===== src/rtl/core/obbt_pkg.sv =====
// Shared types and constants for the best bid / best offer tracker.
// No dependencies.
package obbt_pkg;
    localparam logic [2:0] ST_REMOVED = 3'd0;
    localparam logic [2:0] ST_UPDATED = 3'd1;
    localparam logic [2:0] ST_ADDED   = 3'd2;
    localparam logic [2:0] ST_IGNORED = 3'd3;
    localparam logic [2:0] ST_DROPPED = 3'd4;
    localparam logic [31:0] PRICE_NONE_ASK = 32'hFFFF_FFFF;
    localparam logic [31:0] PRICE_NONE_BID = 32'h0000_0000;

    typedef struct packed {
        logic        side;
        logic [31:0] firm_id;
        logic [31:0] price;
        logic [31:0] size;
    } t_quote;
endpackage


===== src/rtl/core/obbt_front.sv =====
// Front end: accepts quotes into a two-entry queue for the back end.
// Depends on obbt_pkg.
module obbt_front
    import obbt_pkg::*;
(
    input  logic   i_clk,
    input  logic   i_rst_n,
    input  logic   i_valid,
    output logic   o_stall,
    input  t_quote i_quote,
    output logic   o_valid,
    input  logic   i_take,
    output t_quote o_quote
);
    t_quote     r_q [2];
    logic [1:0] r_cnt;
    logic       r_rd;
    logic       r_wr;
    logic       push;
    logic       pop;

    assign o_stall = (r_cnt == 2'd2);
    assign push    = i_valid && !o_stall;
    assign pop     = i_take && (r_cnt != 2'd0);
    assign o_valid = (r_cnt != 2'd0);
    assign o_quote = r_q[r_rd];

    always_ff @(posedge i_clk) begin
        if (push) begin
            r_q[r_wr] <= i_quote;
        end
        if (!i_rst_n) begin
            r_cnt <= 2'd0;
            r_rd  <= 1'b0;
            r_wr  <= 1'b0;
        end else begin
            if (push) begin
                r_wr <= ~r_wr;
            end
            if (pop) begin
                r_rd <= ~r_rd;
            end
            r_cnt <= r_cnt + {1'b0, push} - {1'b0, pop};
        end
    end
endmodule


===== config.mk =====
export PLATFORM = sky130hd
export DESIGN_NAME = obbt_front
export DESIGN_NICKNAME = d
export VERILOG_FILES = /design/src/rtl/core/obbt_pkg.sv /design/src/rtl/core/obbt_front.sv
export SDC_FILE = /design/constraint.sdc
export NUM_CORES = 1
export LEC_CHECK = 0
export BUFFER_PORTS_ARGS = -buffer_cell sky130_fd_sc_hd__buf_4
export CORE_AREA = 2 2 131 133
export DETAILED_ROUTE_END_ITERATION = 16
export DIE_AREA = 0 0 133 135
export GPL_TIMING_DRIVEN = 0
export PLACE_DENSITY = 0.7
export SETUP_SLACK_MARGIN = 0.3
export SLEW_MARGIN = 20
export SYNTH_ARGS = -nofsm -noshare
export SYNTH_HDL_FRONTEND = slang
export SYNTH_SLANG_ARGS = --single-unit

===== constraint.sdc =====
create_clock -name i_clk -period 6.5 [get_ports i_clk]
set_input_delay 0.65 -clock i_clk [delete_from_list [all_inputs] [get_ports i_clk]]
set_output_delay 0.65 -clock i_clk [all_outputs]
set_load 0.03 [all_outputs]

== Word-level counts from Yosys, hierarchy flattened ==
Memories as Yosys holds them, arrays and structs flattened. A register that Yosys moved wholly into a read port is not among the register bits.
Index checks and enable logic that the tools add are counted.

* Memories kept: 1
* Word-level logic and storage cells: 17
* Bits in registers: 4
* Memory bits (writable): 194

* Eq/ne operators: 1
* Reductions and logical operators: 4
* Add/sub/neg operators: 2
* Bitwise gates (word level): 2
* Muxes and demuxes: 4

{| class="wikitable"
|+ Memory list
! memory !! words !! bits a word !! rd ports !! clocked after memory_dff !! write ports !! line !! RTL
|-
| r_q || 2 || 97 || 1 || 1 || 1 || obbt_front.sv:15 || <nowiki>t_quote r_q [2];</nowiki>
|}

{| class="wikitable"
|+ Operators by type and width
! cell !! number
|-
| $mux 1 || 4
|-
| $add 2x1->2 || 1
|-
| $eq 2x2->1 const B || 1
|-
| $logic_and 1x1->1 || 2
|-
| $not 1->1 || 2
|-
| $reduce_bool 2->1 || 1
|-
| $sub 2x1->2 || 1
|-
| $logic_not 1->1 || 1
|}

== Longest topological paths before layout ==
Gate-level depths: netlist (run 1).

* Depth after elaboration: 5
* Depth in mapped cells: 8
* Depth with buffers taken out: 8

== Worst setup path after synthesis (run 1) ==
No wires, ideal clock.

* Path type: in2reg
* From: in i_valid
* To: mem r_q[0][0] (netlist name), enable pin
* Stages: 2
* Data required time: 5.947 ns
* Library setup time: 0.553 ns
* Arrival time: 4.782 ns
* Buffers on the path: 0
* Setup slack: 1.165 ns
* Cells stage by stage: nand2_1 > nor2_1

* Word-level cells in the longest chain between the ends: 3

{| class="wikitable"
|+ RTL lines
! element !! line !! RTL
|-
| start, declared || obbt_front.sv:8 || <nowiki>input logic i_valid,</nowiki>
|-
| $logic_and 1x1->1 || obbt_front.sv:23 || <nowiki>assign push = i_valid && !o_stall;</nowiki>
|-
| $mux 1 || obbt_front.sv:29 || <nowiki>if (push) begin</nowiki>
|-
| $mux 1 (implied by the code) || obbt_front.sv:30 || <nowiki>r_q[r_wr] <= i_quote;</nowiki>
|-
| end, declared || obbt_front.sv:15 ||
|}

Every way passes these cells.

==> results of run 1 <==
layout make-up:
type | instances | area [um^2]
clock inverter | 8 | 103
inverter | 2 | 7.51
timing repair buffer | 204 | 1620
sequential | 199 | 5930
multi-input combinational | 115 | 1350
buffer | 11 | 86.3
clock buffer | 24 | 462
tap | 220 | 275
fill | 1246 | 6580
cell usage after synthesis:
cell type / number / area share, %
xnor2_1: 3 / 0.36
or2_2: 1 / 0.085
buf_6: 5 / 0.77
buf_2: 6 / 0.41
nor2b_1: 2 / 0.17
inv_1: 2 / 0.10
edfxtp_1: 194 / 79
mux2i_1: 1 / 0.14
nand2_1: 2 / 0.10
nor2_1: 1 / 0.051
and3_1: 1 / 0.085
ha_1: 2 / 0.34
mux2_4: 30 / 6.1
nand2b_1: 2 / 0.17
o21a_1: 1 / 0.10
mux2_2: 67 / 10
and2_1: 2 / 0.17
dfxtp_1: 5 / 1.4
layer usage:
metal | track usage (%) | share of wire [%] | routed length (um)
met5 | 0 | 0 | 0
met4 | 6.09 | 2.2 | 289
met3 | 7.24 | 9.1 | 1210
met2 | 25.4 | 51 | 6710
met1 | 16.0 | 38 | 5060
stage by stage:
stage,TNS [ns],std cells,total power [uW],utilization (%)
floorplan,0,327,2550,-
finish,0,783,3970,59.9
CTS,0,783,4020,59.9
detailed placement,0,751,3020,56.4
global route,0,783,4130,59.9
global placement,-106.82,746,2990,55.6
kinds of logic (layout without fill, tap and decap cells):
logic type | after synthesis | after routing | share of synthesized area, %
muxes | 98 | 98 | 16.5
DFF | 199 | 199 | 80.6
adders and majority gates | 2 | 2 | 0.340
and+or+nand+nor | 11 | 11 | 0.834
buffers and inverters | 13 | 249 | 1.28
AOI/OAI and AO/OA | 1 | 1 | 0.102
xor gates and xnor gates | 3 | 3 | 0.357
flip-flops by register name, summed over array words and instances, names as in the netlist, named ones only:
name and count:
r_q 194, r_cnt 2, r_wr 1, r_rd 1
power by group through the flow:
stage	combinational, uW	clock, uW	sequential [uW]
finish	1320	1000	1650
global route	1390	1080	1660
CTS	1340	1030	1650
detailed placement	1340	0	1680
global placement	1280	0	1710
floorplan	859	0	1690
worst paths after layout:
check	startpoint	to	slack, ns	cells after the start
hold / removal	i_quote[51]	r_q[1][51]	0.41	1
setup reg to reg	r_cnt[0]	r_q[1][67]	4.53	3
hold reg to reg	r_wr	r_wr	0.55	2
setup / recovery	register	o_quote[85]	4.13	5
==> results.md, run 1 <==
- Remaining DRCs: 0
- Post-Syn Area per Cell: 22.5 um^2
- Hpwl dp: approximately 9200 um
- Detailed-route via count: 3710
- Fin crit share: 36.4%
- Tmin final: 2.37 ns
- PostCTS Resize Cnt: 0
- Vias in the first global route: 4019
- Antenna violations before repair: 0
- Crit start category: register
- Skew-Pair Late Insertion Delay: 0.42 ns
- Most frequent cells in the layout: buf_4 (199), edfxtp_1 (194), mux2_2 (67)
- Final worst slack: 4.13 ns
- Effective utilization at floorplan: 44.8%
- Row Count: 47
- FF+latch count, synth: 199
- Largest net degree at the start of global routing: around 50
- # diodes: 0
- Worst-margin pin slew: 0.740 ns
- Fmax achieved: roughly 420 MHz
- Gr usage total: 14.9%
- I/O pin count: 200
- Sw frac: a little under a third
- Max Transition Viols Final: 0
- Share of cells above drive strength 1: 60.6%
- Starting DRT DRC Count: 134
- Clock power share: between 20% and 30%
- Net Switching: 1210 uW
- Routed WL per cell: ~17 um
- Crit path kind: register to output pin
- Hold-fix buffers, CTS: 0
- Vias per cell: 4.74
- Clk buf depth: 2
- Internal power: ~2800 uW
- Dpl ws: 4.35 ns
- Worst setup EP type: output pin
- Mapped Area: between 7000 and 8000 um^2
- Worst Skew: 0.00712 ns
- Arr. time, crit path: 1.72 ns
- Top cell by count, worst path: buf_6
- Endpoints failing setup: 0
- Die Y: 135 um
- Seq/Total Area, Yosys: between 80% and 90%
- CP top delay family: buffers and inverters
- CORE AREA: 16400 um^2
- Slowest Stage Delay on Critical Path: 0.32 ns
- Hold Slack: 0.411 ns
- Flop pwr share: roughly 42%
- CP Data Required Time: 5.85 ns
- Clock Root Buffer: clkbuf_16
- Ys Warns: 0
- Combinational share of power: about a third
- Post-DP Area: 9260 um^2
- Die width: 133 um
- Post-Syn Instances: between 300 and 400
- DR pass1 iterations: 4
- Min-Delay Path Class: input port to register
- CP max FO: 10
- Final Hold Vio Count: 0
- CTS clk-pin slew, worst paths: 0.07 ns
- Area Overhead vs Synth: 33.6%
- RSZ-0062 raised after global routing: false
- DRT Wirelength: 13300 um
- Critical path's slowest cell: dfxtp_1
- Final nets: 653
- H-tree depth: 4
- Rel. slew slack: 50.6%
- Cell variety after synth: 18
- Commonest non-fill, non-tap cell in the layout: buf_4
- # Post-CTS Setup Buffers: 0
- Finished Cell Area: 9820 um^2
- First-pass GRT wire length: 20200 um
- Syn nets: 430
- Crit path buf inv count: 4
- Die ar.: around 18000 um^2
- Status: completed
- MaxCap Viol Count: 0
- Num CTS Buffers: 17
- # clock sinks: 199
- GRT overflow: 0
- Maximum vdd drop: 0.229 mV
- RD Place Congestion: 0.717
- CTS tree: done
- Post-DRT Antenna Nets: 0
- Power Dens Cells: 404 nW/um^2
- CP Cell Sequence: buf_6, buf_6, buf_6, mux2_4, buf_4
- IO Port Bufs: approximately 200
- Leakage: 0.00373 uW
Note: power is estimated with default switching activity, not from simulation.
==> run 2, diff against run 1 <==
--- a/config.mk
+++ b/config.mk
@@ -5,6 +5,7 @@
 export SDC_FILE = /design/constraint.sdc
 export NUM_CORES = 1
 export LEC_CHECK = 0
+export ABC_AREA = 1
 export BUFFER_PORTS_ARGS = -buffer_cell sky130_fd_sc_hd__buf_4
 export CORE_AREA = 2 2 131 133
 export DETAILED_ROUTE_END_ITERATION = 16
==> constraint.sdc (replaced) <==
create_clock -name i_clk -period 2.47 [get_ports i_clk]
set_input_delay 0.247 -clock i_clk [delete_from_list [all_inputs] [get_ports i_clk]]
set_output_delay 0.247 -clock i_clk [all_outputs]
set_load 0.03 [all_outputs]
==> run 2 against run 1 <==
Net effect: critical path depth is the same; critical path type unchanged; count of clock-buffer cells in the layout shrank 3; die area is the same; worst setup slack lost 3.7 ns; largest power group unchanged; combinational power grew to 2.7 times the previous value; flip-flop and latch count is the same.
==> results.md, run 2 <==
- Status: completed (unchanged)
- Remaining DRCs: 0 (unchanged)
- Regs by FF count: r_q: 194 flops, r_cnt: 2 flops (unchanged)
- Most frequent cells in the layout: buf_4 (200), edfxtp_1 (194), dlygate4sd3_1 (97) (was buf_4 (199), edfxtp_1 (194), mux2_2 (67))
- Leakage: 0.00421 uW (was 0.00373 uW)
- Skew-Pair Late Insertion Delay: 0.43 ns (was 0.42 ns)
- H-tree depth: 4 (unchanged)
- Synth top area share: 79.1% (was 79.2%)
- Crit path to: o_quote[73] (was o_quote[85])
- CTS clk-pin slew, worst paths: 0.07 ns (about the same)
- Dominant synthesized flop cell: edfxtp_1 (unchanged)
- Antenna violations before repair: 0 (unchanged)
- Worst-margin pin slew: 0.530 ns (was 0.740 ns)
- Crit Reg-Reg Startpoint: r_cnt[0] (unchanged)
- Post-Syn Area per Cell: 21.7 um^2 (was 22.5 um^2)
- Post-synth EDFFs: 194 (unchanged)
- Final worst slack: 0.454 ns (was 4.13 ns)
- Final Hold Vio Count: 0 (unchanged)
- Synth top cells by count: edfxtp_1 (194), mux2_2 (67), mux2_4 (30) (unchanged)
- Worst reg-to-reg setup slack: 0.63 ns (was 4.53 ns)
- I/O pin count: 200 (unchanged)
- Arr. time, crit path: 1.77 ns (was 1.72 ns)
- Max reg flops: 194 (unchanged)
- Maximum vdd drop: 0.568 mV (was 0.229 mV)
- Die ar.: 18000 um^2 (unchanged)
- Dpl ws: 0.366 ns (was 4.35 ns)
- Reg2Reg Capture Point: r_q[1][3] (was r_q[1][67])
- Gr usage total: 17.2% (was 14.9%)
- Largest net degree at the start of global routing: 33 (was 51)
- MaxCap Viol Count: 0 (unchanged)
- Post-Syn Instances: 339 (was 327)
- Mapped Area: 7360 um^2 (was 7350 um^2)
- CORE AREA: 16400 um^2 (unchanged)
- Main area contributors after synthesis: edfxtp_1 (79%), mux2_2 (10%), mux2_4 (6.1%), dfxtp_1 (1.4%), buf_6 (0.76%) (was edfxtp_1 (79%), mux2_2 (10%), mux2_4 (6.1%), dfxtp_1 (1.4%), buf_6 (0.77%))
- Die width: 133 um (unchanged)
- Max Transition Viols Final: 0 (unchanged)
- Min-Delay Path Class: input port to register (unchanged)
- Vias in the first global route: 4565 (was 4019)
- Vias per cell: 4.68 (was 4.74)
- CP Data Required Time: 2.22 ns (was 5.85 ns)
- Worst Reg2Reg Path Length in Cells: 6 (was 3)
- Clock Root Buffer: clkbuf_16 (unchanged)
- Post-DRT Antenna Nets: 0 (unchanged)
- First-pass GRT wire length: 23300 um (was 20200 um)
- Starting DRT DRC Count: 186 (was 134)
- Tmin final: 2.02 ns
- Cell variety after synth: 12 (was 18)
- RD Place Congestion: 0.713 (was 0.717)
- GRT overflow: 0 (unchanged)
- Detailed-route via count: 4190 (was 3710)
- Finished Cell Area: 10900 um^2 (was 9820 um^2)
- Rel. slew slack: 64.6% (was 50.6%)
- Top reg by flops: r_q (unchanged)
- Num CTS Buffers: 17 (unchanged)
- Clk buf depth: 2 (unchanged)
- Crit start category: register (unchanged)
- Commonest non-fill, non-tap cell in the layout: buf_4 (unchanged)
- Ys Warns: 0 (unchanged)
- Seq/Total Area, Yosys: 80.5% (was 80.6%)
- Worst Skew: 0.00797 ns (was 0.00712 ns)
- Asr flop ratio synth: 0% (unchanged)
- DR pass1 iterations: 4 (unchanged)
- Crit path kind: register to output pin (unchanged)
- Fin crit share: 81.6%
- Routed WL per cell: 16.7 um (was 17.0 um)
- Top cell type by total area after synthesis: edfxtp_1 (unchanged)
- Area Overhead vs Synth: 48.0% (was 33.6%)
- Top-count cell post-synth: edfxtp_1 (unchanged)
- Post-DP Area: 9320 um^2 (was 9260 um^2)
- FF+latch count, synth: 199 (unchanged)
- Fmax achieved: about 500 MHz
- # clock sinks: 199 (unchanged)
- IO Port Bufs: 199 (unchanged)
- Effective utilization at floorplan: 44.9% (was 44.8%)
- Power Dens Cells: 992 nW/um^2 (was 404 nW/um^2)
- RSZ-0062 raised after global routing: false (unchanged)
- CP max FO: 10 (unchanged)
- DRT Wirelength: 15000 um (was 13300 um)
- Final nets: 765 (was 653)
- Row Count: 47 (unchanged)
- Syn nets: 442 (was 430)
- Endpoints failing setup: 0 (unchanged)
- Share of cells above drive strength 1: 52.0% (was 60.6%)
- Total power: 10800 uW (was 3970 uW)
- Die Y: 135 um (unchanged)
- # diodes: 0 (unchanged)
- CTS tree: done (unchanged)
- Hpwl dp: 9770 um (was 9230 um)
- Worst setup EP type: output pin (unchanged)
-- run 2: cell count changes after synthesis, moves of 2 or more --
| cell | change |
|---|---|
| nand3_1 | +3 |
| a21oi_1 | +2 |
| and2_1 | -2 |
| nand2b_1 | -2 |
| nand2_1 | +7 |
| nor2b_1 | -2 |
| xnor2_1 | -3 |
| nor2_1 | +7 |
| inv_1 | +6 |
-- run 2: cells by family (layout without fill, tap and decap cells) --
group | after synthesis | after routing | synth area share, %
DFF | 199 | 199 | 80.5
AOI/OAI and AO/OA | 2 | 2 | 0.136
adders and majority gates | 2 | 2 | 0.340
buffers and inverters | 19 | 355 | 1.58
muxes | 97 | 97 | 16.4
and+or+nand+nor | 20 | 20 | 1.07
-- run 2: worst min path at each step --
stage / to / from / cells past startpoint
finish: r_cnt[0] / i_rst_n / 3
global route: r_cnt[0] / i_rst_n / 3
CTS: r_cnt[0] / i_rst_n / 3
detailed placement: r_q[0][14] / i_quote[14] / 1
global placement: r_q[0][16] / i_quote[16] / 1
floorplan: r_cnt[0] / i_rst_n / 2
-- run 2: what timing repair did --
| item | in CTS | in global routing |
|---|---|---|
| hold buffers | 97 | 0 |
| gates resized for setup | 0 | 0 |
| endpoints found under the setup margin | 0 | 16 |
| setup buffers | 0 | 1 |
| hold endpoints to repair | 194 | 0 |
-- run 2: cell type report --
class,instances,area [um^2]
sequential,199,5930
fill,1085,5510
timing repair buffer,304,2640
multi-input combinational,121,1340
clock buffer,21,450
tap,220,275
clock inverter,11,146
buffer,11,86.3
inverter,8,33.8
-- run 2: worst max-delay path: stages (launching register included) --
cell and delay, ns:
dfxtp_1 0.32, buf_6 0.15, buf_6 0.18, buf_6 0.20, mux2_4 0.32, buf_4 0.17
-- run 2: per-layer routing --
layer	part of all wire (%)	GRT usage (%)	wire, um
met1	40	19.6	6060
met2	52	30.2	7760
met3	5.6	4.73	842
met4	2.1	7.77	313
met5	0	0	0
-- run 2: power by group --
group	switching [uW]	leakage [uW]	total (uW)	internal (uW)
clock	1180	0.000290	2810	1630
sequential	125	0.00185	4390	4270
combinational	2030	0.00207	3610	1580
-- run 2: per-stage QoR --
stage                     setup TNS (ns)  cells  util (%)  hold WS (ns)
final                                  0    895      66.4        0.0458
after global routing                   0    895      66.4        0.0393
after CTS                              0    894      66.4        0.0256
after detailed placement               0    765      56.8         0.434
after global placement           -135.80    758      55.8         0.431
after floorplan                        0    339         -         0.340
